File: config.mk
export PLATFORM = sky130hd
export DESIGN_NAME = wildcard_byte_pattern_scanner_top
export DESIGN_NICKNAME = d
export VERILOG_FILES = /design/src/rtl/core/wbps_pkg.sv /design/src/rtl/core/wildcard_byte_pattern_scanner_top.sv /design/src/rtl/core/wbps_cell.sv /design/src/rtl/core/wbps_rsp_queue.sv
export SDC_FILE = /design/constraint.sdc
export NUM_CORES = 1
export LEC_CHECK = 0
export BUFFER_PORTS_ARGS = -buffer_cell sky130_fd_sc_hd__buf_2
export CORE_MARGIN = 10
export CORE_UTILIZATION = 47
export DETAILED_ROUTE_END_ITERATION = 12
export PLACE_DENSITY = 0.71
export SLEW_MARGIN = 20
export SYNTH_ARGS = -nofsm -noshare
export SYNTH_HDL_FRONTEND = slang
export SYNTH_SLANG_ARGS = --single-unit
File: constraint.sdc
create_clock -name clock -period 7.2 [get_ports clock]
set_clock_uncertainty 0.15 [all_clocks]
set_input_delay 2.16 -clock clock [delete_from_list [all_inputs] [get_ports clock]]
set_output_delay 2.16 -clock clock [all_outputs]
set_load 0.1 [all_outputs]
File: src/rtl/core/wbps_pkg.sv
// Shared constants, types and compare function for the byte pattern scanner.
package wbps_pkg;

   localparam int MAX_PATTERN = 16;
   localparam int PAT_BYTES   = 16;
   localparam int LEN_CAP     = (MAX_PATTERN < PAT_BYTES) ? MAX_PATTERN : PAT_BYTES;
   localparam int WIN_DEPTH   = MAX_PATTERN - 1;

   localparam int LEN_W  = 5;
   localparam int POS_W  = $clog2(PAT_BYTES);
   localparam int IDX_W  = (WIN_DEPTH > 1) ? $clog2(WIN_DEPTH) : 1;
   localparam int FILL_W = $clog2(WIN_DEPTH + 1);
   localparam int CMP_W  = ((IDX_W > LEN_W) ? IDX_W : LEN_W) + 1;

   localparam int BYTE_W     = 8;
   localparam int ADDR_W     = 32;
   localparam int REQ_DATA_W = 40;
   localparam int CSR_ADDR_W = 5;
   localparam int CSR_DATA_W = 64;
   localparam int REG_IDX_W  = 2;

   localparam logic [REG_IDX_W-1:0] REG_PAT_LO  = 2'd0;
   localparam logic [REG_IDX_W-1:0] REG_PAT_HI  = 2'd1;
   localparam logic [REG_IDX_W-1:0] REG_CARE    = 2'd2;
   localparam logic [REG_IDX_W-1:0] REG_PAT_LEN = 2'd3;

   // Pattern setup as seen by every cell; len is already clamped to 1..LEN_CAP.
   typedef struct packed {
      logic [PAT_BYTES-1:0][BYTE_W-1:0] pat;
      logic [PAT_BYTES-1:0]             care;
      logic [LEN_W-1:0]                 len;
   } pat_cfg_type;

   typedef struct packed {
      logic              found;
      logic [ADDR_W-1:0] addr;
   } rsp_type;

   // One pattern position: wildcard or equal byte.
   function automatic logic pos_hit(input logic [BYTE_W-1:0] data,
                                    input logic [POS_W-1:0]  pos,
                                    input pat_cfg_type       cfg);
      pos_hit = !cfg.care[pos] || (data == cfg.pat[pos]);
   endfunction

endpackage

File: src/rtl/core/wildcard_byte_pattern_scanner_top.sv
// Top level of the wildcard byte pattern scanner: registers, cell row and result queue.
//
//   channel  dir  handshake        payload
//   req_     in   tvalid/tready    tdata = {byte_address, data_byte}, tlast = region_end
//   rsp_     out  tvalid/tready    tdata = match_address, tuser = found
//   csr_     in   APB, pready = 1  pattern low/high at 0x00/0x08, care 0x10, length 0x18
//
// One item per cycle while req_tready is high; each result is registered in the queue.
// The window is a row of byte cells that shift on every accepted item but a region's last,
// all compared at once.
// Reset is synchronous and needs no clearing pass; the block takes items the cycle after.
// Results wait in a two-entry queue; req_tready drops only while both entries are held.
module wildcard_byte_pattern_scanner_top (
   input  logic                              clock,
   input  logic                              reset,
   input  logic                              req_tvalid,
   output logic                              req_tready,
   // [7:0] data_byte, [39:8] byte_address
   input  logic [wbps_pkg::REQ_DATA_W-1:0]   req_tdata,
   input  logic                              req_tlast,
   output logic                              rsp_tvalid,
   input  logic                              rsp_tready,
   // [31:0] match_address
   output logic [wbps_pkg::ADDR_W-1:0]       rsp_tdata,
   // [0] found
   output logic                              rsp_tuser,
   input  logic                              csr_psel,
   input  logic                              csr_penable,
   input  logic                              csr_pwrite,
   input  logic [wbps_pkg::CSR_ADDR_W-1:0]   csr_paddr,
   input  logic [wbps_pkg::CSR_DATA_W-1:0]   csr_pwdata,
   output logic [wbps_pkg::CSR_DATA_W-1:0]   csr_prdata,
   output logic                              csr_pready
);

   // configuration registers
   logic [63:0]                   pat_lo_ff;
   logic [63:0]                   pat_hi_ff;
   logic [15:0]                   care_ff;
   logic [wbps_pkg::LEN_W-1:0]    len_ff;
   logic                          csr_wr;
   logic [wbps_pkg::REG_IDX_W-1:0] csr_idx;

   // region state
   logic [wbps_pkg::FILL_W-1:0]   fill_ff, fill_in;
   logic                          reported_ff, reported_in;

   wbps_pkg::pat_cfg_type         cfg;
   logic [wbps_pkg::BYTE_W-1:0]   cur_byte;
   logic [wbps_pkg::ADDR_W-1:0]   cur_addr;
   logic                          accept;
   logic                          shift_en;
   logic [wbps_pkg::WIN_DEPTH-1:0] cell_hit;
   logic [wbps_pkg::WIN_DEPTH:0][wbps_pkg::BYTE_W-1:0] chain;
   logic                          cur_hit;
   logic                          any_care;
   logic                          fill_ok;
   logic                          match;
   logic                          push;
   logic                          q_not_full;
   wbps_pkg::rsp_type             push_data;
   wbps_pkg::rsp_type             q_data;

   assign csr_pready = 1'b1;
   assign csr_wr     = csr_psel && csr_penable && csr_pwrite && csr_pready;
   assign csr_idx    = csr_paddr[wbps_pkg::CSR_ADDR_W-1:3];

   always_ff @(posedge clock) begin
      if (reset) begin
         pat_lo_ff <= '0;
         pat_hi_ff <= '0;
         care_ff   <= '0;
         len_ff    <= wbps_pkg::LEN_W'(1);
      end else if (csr_wr) begin
         unique case (csr_idx)
            wbps_pkg::REG_PAT_LO:  pat_lo_ff <= csr_pwdata;
            wbps_pkg::REG_PAT_HI:  pat_hi_ff <= csr_pwdata;
            wbps_pkg::REG_CARE:    care_ff   <= csr_pwdata[15:0];
            wbps_pkg::REG_PAT_LEN: len_ff    <= csr_pwdata[wbps_pkg::LEN_W-1:0];
            default: ;
         endcase
      end
   end

   always_comb begin
      unique case (csr_idx)
         wbps_pkg::REG_PAT_LO:  csr_prdata = pat_lo_ff;
         wbps_pkg::REG_PAT_HI:  csr_prdata = pat_hi_ff;
         wbps_pkg::REG_CARE:    csr_prdata = 64'(care_ff);
         wbps_pkg::REG_PAT_LEN: csr_prdata = 64'(len_ff);
         default:               csr_prdata = '0;
      endcase
   end

   // Pattern setup with the length clamped to 1..LEN_CAP.
   always_comb begin
      cfg.pat  = {pat_hi_ff, pat_lo_ff};
      cfg.care = care_ff;
      if (len_ff == '0) begin
         cfg.len = wbps_pkg::LEN_W'(1);
      end else if (len_ff > wbps_pkg::LEN_W'(wbps_pkg::LEN_CAP)) begin
         cfg.len = wbps_pkg::LEN_W'(wbps_pkg::LEN_CAP);
      end else begin
         cfg.len = len_ff;
      end
   end

   always_comb begin
      any_care = 1'b0;
      for (int i = 0; i < wbps_pkg::PAT_BYTES; i++) begin
         if (i < int'(cfg.len) && cfg.care[i]) begin
            any_care = 1'b1;
         end
      end
   end

   assign cur_byte = req_tdata[wbps_pkg::BYTE_W-1:0];
   assign cur_addr = req_tdata[wbps_pkg::BYTE_W +: wbps_pkg::ADDR_W];
   assign accept   = req_tvalid && req_tready;
   assign shift_en = accept && !req_tlast;
   assign chain[0] = cur_byte;

   genvar k;
   generate
      for (k = 0; k < wbps_pkg::WIN_DEPTH; k++) begin : g_cell
         wbps_cell u_cell (
            .clock    (clock),
            .reset    (reset),
            .shift_en (shift_en),
            .cell_idx (wbps_pkg::IDX_W'(k)),
            .byte_in  (chain[k]),
            .cfg      (cfg),
            .byte_out (chain[k+1]),
            .hit      (cell_hit[k])
         );
      end
   endgenerate

   assign cur_hit = wbps_pkg::pos_hit(cur_byte,
                       wbps_pkg::POS_W'(cfg.len - wbps_pkg::LEN_W'(1)), cfg);
   assign fill_ok = wbps_pkg::CMP_W'(fill_ff) >= (wbps_pkg::CMP_W'(cfg.len) - wbps_pkg::CMP_W'(1));
   assign match   = !reported_ff && fill_ok && (&cell_hit) && cur_hit && any_care;

   always_comb begin
      push           = 1'b0;
      push_data      = '0;
      fill_in        = fill_ff;
      reported_in    = reported_ff;
      if (accept) begin
         if (req_tlast) begin
            push        = !reported_ff;
            fill_in     = '0;
            reported_in = 1'b0;
         end else begin
            push           = match;
            push_data.found = 1'b1;
            push_data.addr = cur_addr - wbps_pkg::ADDR_W'(cfg.len - wbps_pkg::LEN_W'(1));
            if (match) begin
               reported_in = 1'b1;
            end
            if (fill_ff != wbps_pkg::FILL_W'(wbps_pkg::WIN_DEPTH)) begin
               fill_in = fill_ff + wbps_pkg::FILL_W'(1);
            end
         end
      end
   end

   always_ff @(posedge clock) begin
      if (reset) begin
         fill_ff     <= '0;
         reported_ff <= 1'b0;
      end else begin
         fill_ff     <= fill_in;
         reported_ff <= reported_in;
      end
   end

   wbps_rsp_queue u_rsp_queue (
      .clock     (clock),
      .reset     (reset),
      .push      (push),
      .push_data (push_data),
      .not_full  (q_not_full),
      .out_valid (rsp_tvalid),
      .out_ready (rsp_tready),
      .out_data  (q_data)
   );

   assign req_tready = q_not_full;
   assign rsp_tdata  = q_data.addr;
   assign rsp_tuser  = q_data.found;

endmodule

File: src/rtl/core/wbps_cell.sv
// One window cell: holds an earlier byte, passes it on, and checks it against its position.
module wbps_cell (
   input  logic                         clock,
   input  logic                         reset,
   input  logic                         shift_en,
   input  logic [wbps_pkg::IDX_W-1:0]   cell_idx,
   input  logic [wbps_pkg::BYTE_W-1:0]  byte_in,
   input  wbps_pkg::pat_cfg_type        cfg,
   output logic [wbps_pkg::BYTE_W-1:0]  byte_out,
   output logic                         hit
);

   logic [wbps_pkg::BYTE_W-1:0] win_ff;
   logic [wbps_pkg::BYTE_W-1:0] win_in;
   logic [wbps_pkg::CMP_W-1:0]  idx_w;
   logic [wbps_pkg::CMP_W-1:0]  len_w;
   logic [wbps_pkg::CMP_W-1:0]  pos_w;
   logic                        in_use;

   assign win_in = shift_en ? byte_in : win_ff;

   always_ff @(posedge clock) begin
      if (reset) begin
         win_ff <= '0;
      end else begin
         win_ff <= win_in;
      end
   end

   // Cell k holds the byte k+1 items back; it lines up with pattern position len-2-k.
   always_comb begin
      idx_w  = wbps_pkg::CMP_W'(cell_idx);
      len_w  = wbps_pkg::CMP_W'(cfg.len);
      in_use = (idx_w + wbps_pkg::CMP_W'(1)) < len_w;
      pos_w  = len_w - idx_w - wbps_pkg::CMP_W'(2);
      hit    = !in_use || wbps_pkg::pos_hit(win_ff, pos_w[wbps_pkg::POS_W-1:0], cfg);
   end

   assign byte_out = win_ff;

endmodule

File: src/rtl/core/wbps_rsp_queue.sv
// Two-entry result queue between the match logic and the result channel.
module wbps_rsp_queue (
   input  logic                  clock,
   input  logic                  reset,
   input  logic                  push,
   input  wbps_pkg::rsp_type     push_data,
   output logic                  not_full,
   output logic                  out_valid,
   input  logic                  out_ready,
   output wbps_pkg::rsp_type     out_data
);

   wbps_pkg::rsp_type entry_ff [2];
   logic              wr_ptr_ff, wr_ptr_in;
   logic              rd_ptr_ff, rd_ptr_in;
   logic [1:0]        count_ff, count_in;
   logic              pop;

   assign pop       = out_valid && out_ready;
   assign out_valid = (count_ff != 2'd0);
   assign not_full  = (count_ff != 2'd2);
   assign out_data  = entry_ff[rd_ptr_ff];

   always_comb begin
      wr_ptr_in = push ? !wr_ptr_ff : wr_ptr_ff;
      rd_ptr_in = pop ? !rd_ptr_ff : rd_ptr_ff;
      count_in  = count_ff + {1'b0, push} - {1'b0, pop};
   end

   always_ff @(posedge clock) begin
      if (reset) begin
         wr_ptr_ff <= 1'b0;
         rd_ptr_ff <= 1'b0;
         count_ff  <= 2'd0;
      end else begin
         wr_ptr_ff <= wr_ptr_in;
         rd_ptr_ff <= rd_ptr_in;
         count_ff  <= count_in;
      end
   end

   always_ff @(posedge clock) begin
      if (push) begin
         entry_ff[wr_ptr_ff] <= push_data;
      end
   end

endmodule

==> metrics list <==
- Of the cells placed in the final design, the portion with a size suffix greater than 1 is 0.211.
- Dominant cells by area after synthesis: sky130_fd_sc_hd__dfxtp_1 (22%), sky130_fd_sc_hd__mux4_2 (17%), sky130_fd_sc_hd__mux2i_1 (13%)
- The first TritonRoute pass finished after 6 iterations.
- Leakage power figure: 0.0108 uW
- The H-tree generated during clock tree synthesis spans 2 levels.
- Of the synthesized area, sequential elements account for 0.292.
- Synth async-reset ratio: 0
* Measured slew at the worst slew-check pin: 1040 ps
- Horizontal die dimension: 255 um
- Power Total: 5440 uW
- Seq pwr share: 0.385
- The smallest clock period supported by the final layout is computed as 6250 ps.
- Post-CTS setup buffer count: 0
- DP Worst Slack: 994 ps
* Clock sink total: 345
- Adding up every negative setup slack in the final design gives 0 ps.
* Number of cells on the worst reg-to-reg path: 14
* Via count of the first global-routing pass: 22192
- Routed len/inst: 26.3 um
* Top-level I/O count: 217
- Final instance area: ~0.029 mm^2
- STA puts the critical path data arrival time at 3940 ps.
- The worst register-to-register path begins at len_ff[1].
* Number of enable flip-flop cells after synthesis: 66
* Count of endpoints failing hold in the final timing report: 0
- Die Ht: 255 um
* IO Port Bufs: 212
- The synthesized netlist occupies a cell area of about 0.026 mm^2.
- Of the available clock period, the critical path in the final layout requires 0.868.
- The number of hold buffers added after CTS was 0.
- Of the post-synthesis cell area, the dominant cell type holds 0.215.
* Worst Path Max Fanout: 22
- During synthesis, Yosys emitted a total of 0 warnings.
- The first global-routing pass estimated 141000 um of wire.
- The floorplan step defined a die boundary enclosing approximately 0.065 mm^2.
- Fmax achieved: roughly 0.16 GHz
- Syn Area/Cell: about 9.3 um^2
- The tightest hold path in the finished design has a slack of 330 ps.
- Gate count of the mapped netlist: 2780
- Counting along the longest clock path gives a buffer depth of 3.
- Summing all placed instances gives a cell area of about 0.027 mm^2.
- Among all cell types in the netlist, the one instantiated most often is sky130_fd_sc_hd__nand2_1.
* Overall fraction of global-route tracks in use: 0.285
* Cell depth of the worst min-delay path: 2
* PnR worst setup slack: 952 ps
* Power density over the cells: 189 mW/mm^2
* Starting density of the core: 0.473
- Routed Wire Length: 95000 um
- Number of clock buffers inserted by TritonCTS: 42
- The number of max-slew violations in the final report is 0.
- Net Sw Power: 1850 uW
- Clock insertion delay at the later pin of the skew report: 590 ps
- Post-synth top flop: sky130_fd_sc_hd__dfxtp_1
- After clock tree synthesis, the clock-pin slew on the worst setup and hold paths is 60 ps.
- RSZ-0062 raised after global routing: false
- Internal: between 3000 and 4000 uW
- Syn Nets: 2943
- Switching share of power: 0.340
- After synthesis the netlist holds a flip-flop and latch count of 345.
* Number of nets still failing antenna checks after routing: 0
- The total overflow left after global routing is 0.
* Pin count of the biggest net entering global routing: roughly 170
* Share of total power in the clock network: 0.397
- Filler instances: 4943
* Run status: finished clean
- The floorplan has 86 rows.
- Gates resized during post-CTS repair numbered 0.
- Commonest cells in the netlist: sky130_fd_sc_hd__nand2_1 (584), sky130_fd_sc_hd__mux2i_1 (327), sky130_fd_sc_hd__a21oi_1 (326)
- In this run the worst setup path begins at csr_paddr[4].
* R2R Setup Slk: 1120 ps
- Clock tree from TritonCTS: done
* Worst Setup Path Type: in -> out
* End point of the worst hold path: g_cell[8].u_cell.byte_out[4]
- Required time reported for the critical path endpoint: roughly 4900 ps
- Number of nets at the end of the flow: 3038
- Max-cap viol count: 0
- The tree is rooted in a sky130_fd_sc_hd__clkbuf_16.
* Number of distinct library cell variants in the gate-level netlist after synthesis: 94
* Setup violations, final: 0
- Via count: 23638
* Std-Cell Core Area: 0.0549 mm^2
- For this block, the initial DRC count from the detailed router was approximately 3200.
- Detailed placement finished with a half-perimeter wire length of 70600 um.
- In this run the critical register-to-register path is captured at u_rsp_queue.entry_ff[1][22].
* Drc violations: 0
- The congestion estimate from routability-driven global placement came to approximately 1.0.
* Sort of element at the end of the critical path: output pin
* Number of antenna violations at the first check in global routing: 2
- Start point of the worst min-delay path: g_cell[7].u_cell.byte_out[4]
* Biggest area consumer among synthesized cells: sky130_fd_sc_hd__dfxtp_1
- Hold crit path type: reg -> reg
* Worst slew margin relative to its limit: 0.305
- Dividing the detail-routed via count by the number of cells gives roughly 6.5.
- VDD sags by at most 293 uV.
* Area growth from synthesis to layout: 10.9%
* Portion of total power attributed to combinational logic: 0.218
- Crit path launch type: primary input
==> power groups by stage <==
stage	Combinational, uW	Sequential [uW]	Clock [uW]
2_1_floorplan	936	2100	0
3_3_place_gp	1160	2130	0
3_5_place_dp	1180	2130	0
4_1_cts	1180	2090	2170
5_1_grt	1250	2100	2250
6_report	1190	2090	2160
==> logic make-up (layout without fill, tap and decap cells) <==
family | count (synthesis) | after routing | share of synthesized area
and+or+nand+nor | 881 | 881 | 0.146
muxes | 566 | 566 | 0.315
AOI/OAI and AO/OA | 554 | 554 | 0.131
DFF | 345 | 345 | 0.292
buffers and inverters | 249 | 376 | 0.0462
xor gates and xnor gates | 136 | 136 | 0.0469
adders and majority gates | 48 | 48 | 0.0233
other | 1 | 3 | 0.000145
==> sequential cells by signal, summed over array words and instances (netlist names), named ones only <==
register and count:
fill_ff 4, u_rsp_queue.count_ff 2, u_rsp_queue.entry_ff 66, u_rsp_queue.rd_ptr_ff 1, pat_lo_ff 64, u_rsp_queue.wr_ptr_ff 1, len_ff 5, reported_ff 1
pat_hi_ff 64, g_cell.u_cell.byte_out 120, care_ff 16
==> layout by cell type (no fill, tap or decap), types with 7 or more instances in the layout <==
| cell type | Yosys | routed |
|---|---|---|
| sky130_fd_sc_hd__buf_2 | 28 | 210 |
| sky130_fd_sc_hd__xnor2_1 | 98 | 97 |
| sky130_fd_sc_hd__a211oi_1 | 15 | 15 |
| sky130_fd_sc_hd__a21o_1 | 14 | 14 |
| sky130_fd_sc_hd__nor4_1 | 19 | 19 |
| sky130_fd_sc_hd__nand4_1 | 22 | 22 |
| sky130_fd_sc_hd__a22o_1 | 17 | 17 |
| sky130_fd_sc_hd__clkinv_2 | 0 | 7 |
| sky130_fd_sc_hd__inv_1 | 27 | 27 |
| sky130_fd_sc_hd__dfxtp_1 | 279 | 279 |
| sky130_fd_sc_hd__o21ai_1 | 3 | 13 |
| sky130_fd_sc_hd__a221oi_2 | 8 | 8 |
| sky130_fd_sc_hd__a22oi_1 | 36 | 36 |
| sky130_fd_sc_hd__nor3_1 | 21 | 18 |
| sky130_fd_sc_hd__o22ai_1 | 8 | 8 |
| sky130_fd_sc_hd__mux4_2 | 191 | 191 |
| sky130_fd_sc_hd__nor2b_1 | 17 | 16 |
| sky130_fd_sc_hd__nand2b_1 | 11 | 9 |
| sky130_fd_sc_hd__and3_1 | 24 | 24 |
| sky130_fd_sc_hd__ha_1 | 45 | 44 |
| sky130_fd_sc_hd__nand2_1 | 584 | 583 |
| sky130_fd_sc_hd__xor2_1 | 36 | 36 |
| sky130_fd_sc_hd__nand3_1 | 21 | 21 |
| sky130_fd_sc_hd__a21oi_1 | 326 | 326 |
| sky130_fd_sc_hd__edfxtp_1 | 66 | 66 |
| sky130_fd_sc_hd__o21ai_0 | 47 | 36 |
| sky130_fd_sc_hd__mux2_2 | 43 | 43 |
| sky130_fd_sc_hd__a31oi_1 | 7 | 7 |
| sky130_fd_sc_hd__buf_4 | 14 | 48 |
| sky130_fd_sc_hd__nor2_1 | 121 | 121 |
| sky130_fd_sc_hd__clkbuf_1 | 134 | 7 |
| sky130_fd_sc_hd__clkbuf_16 | 0 | 42 |
| sky130_fd_sc_hd__mux2i_1 | 327 | 327 |
| sky130_fd_sc_hd__a221oi_1 | 12 | 12 |
==> per-stage QoR <==
step	std cells	util
global route	3613	0.524
finish	3613	0.524
floorplan	2780	-
global placement	3535	0.499
detailed placement	3535	0.499
CTS	3611	0.524
==> worst max-delay path, cell delays in order <==
cell                      delay [ps]
sky130_fd_sc_hd__buf_2           370
sky130_fd_sc_hd__nor2b_1         720
sky130_fd_sc_hd__nand2_1         100
sky130_fd_sc_hd__o21ai_1         120
sky130_fd_sc_hd__buf_2           460
==> how the worst max path moves through the flow <==
stage	to	cells past startpoint
floorplan	csr_prdata[10]	5
global route	u_rsp_queue.entry_ff[1][7]	15
global placement	csr_prdata[15]	5
CTS	csr_prdata[14]	5
finish	csr_prdata[14]	5
detailed placement	csr_prdata[14]	5
==> per-layer routing <==
metal / vias up / global-route usage / wire length (um)
li1: 10417 / - / -
met1: 11564 / 0.375 / 37100
met2: 1416 / 0.443 / 42800
met3: 241 / 0.0545 / 9750
met4: 0 / 0.142 / 5320
met5: - / 0 / 0
==> final cells by class <==
| type | count | area (um^2) | share of cell area |
|---|---|---|---|
| Antenna cell | 2 | 5.00 | 0.000174 |
| Clock buffer | 53 | 1130 | 0.0394 |
| Clock inverter | 23 | 253 | 0.00878 |
| Inverter | 35 | 141 | 0.00491 |
| Multi-Input combinational cell | 2186 | 17200 | 0.599 |
| Sequential cell | 345 | 7570 | 0.263 |
| Tap cell | 704 | 881 | 0.0306 |
| Timing Repair Buffer | 265 | 1550 | 0.0537 |
Note: power is estimated with default switching activity, not from simulation.
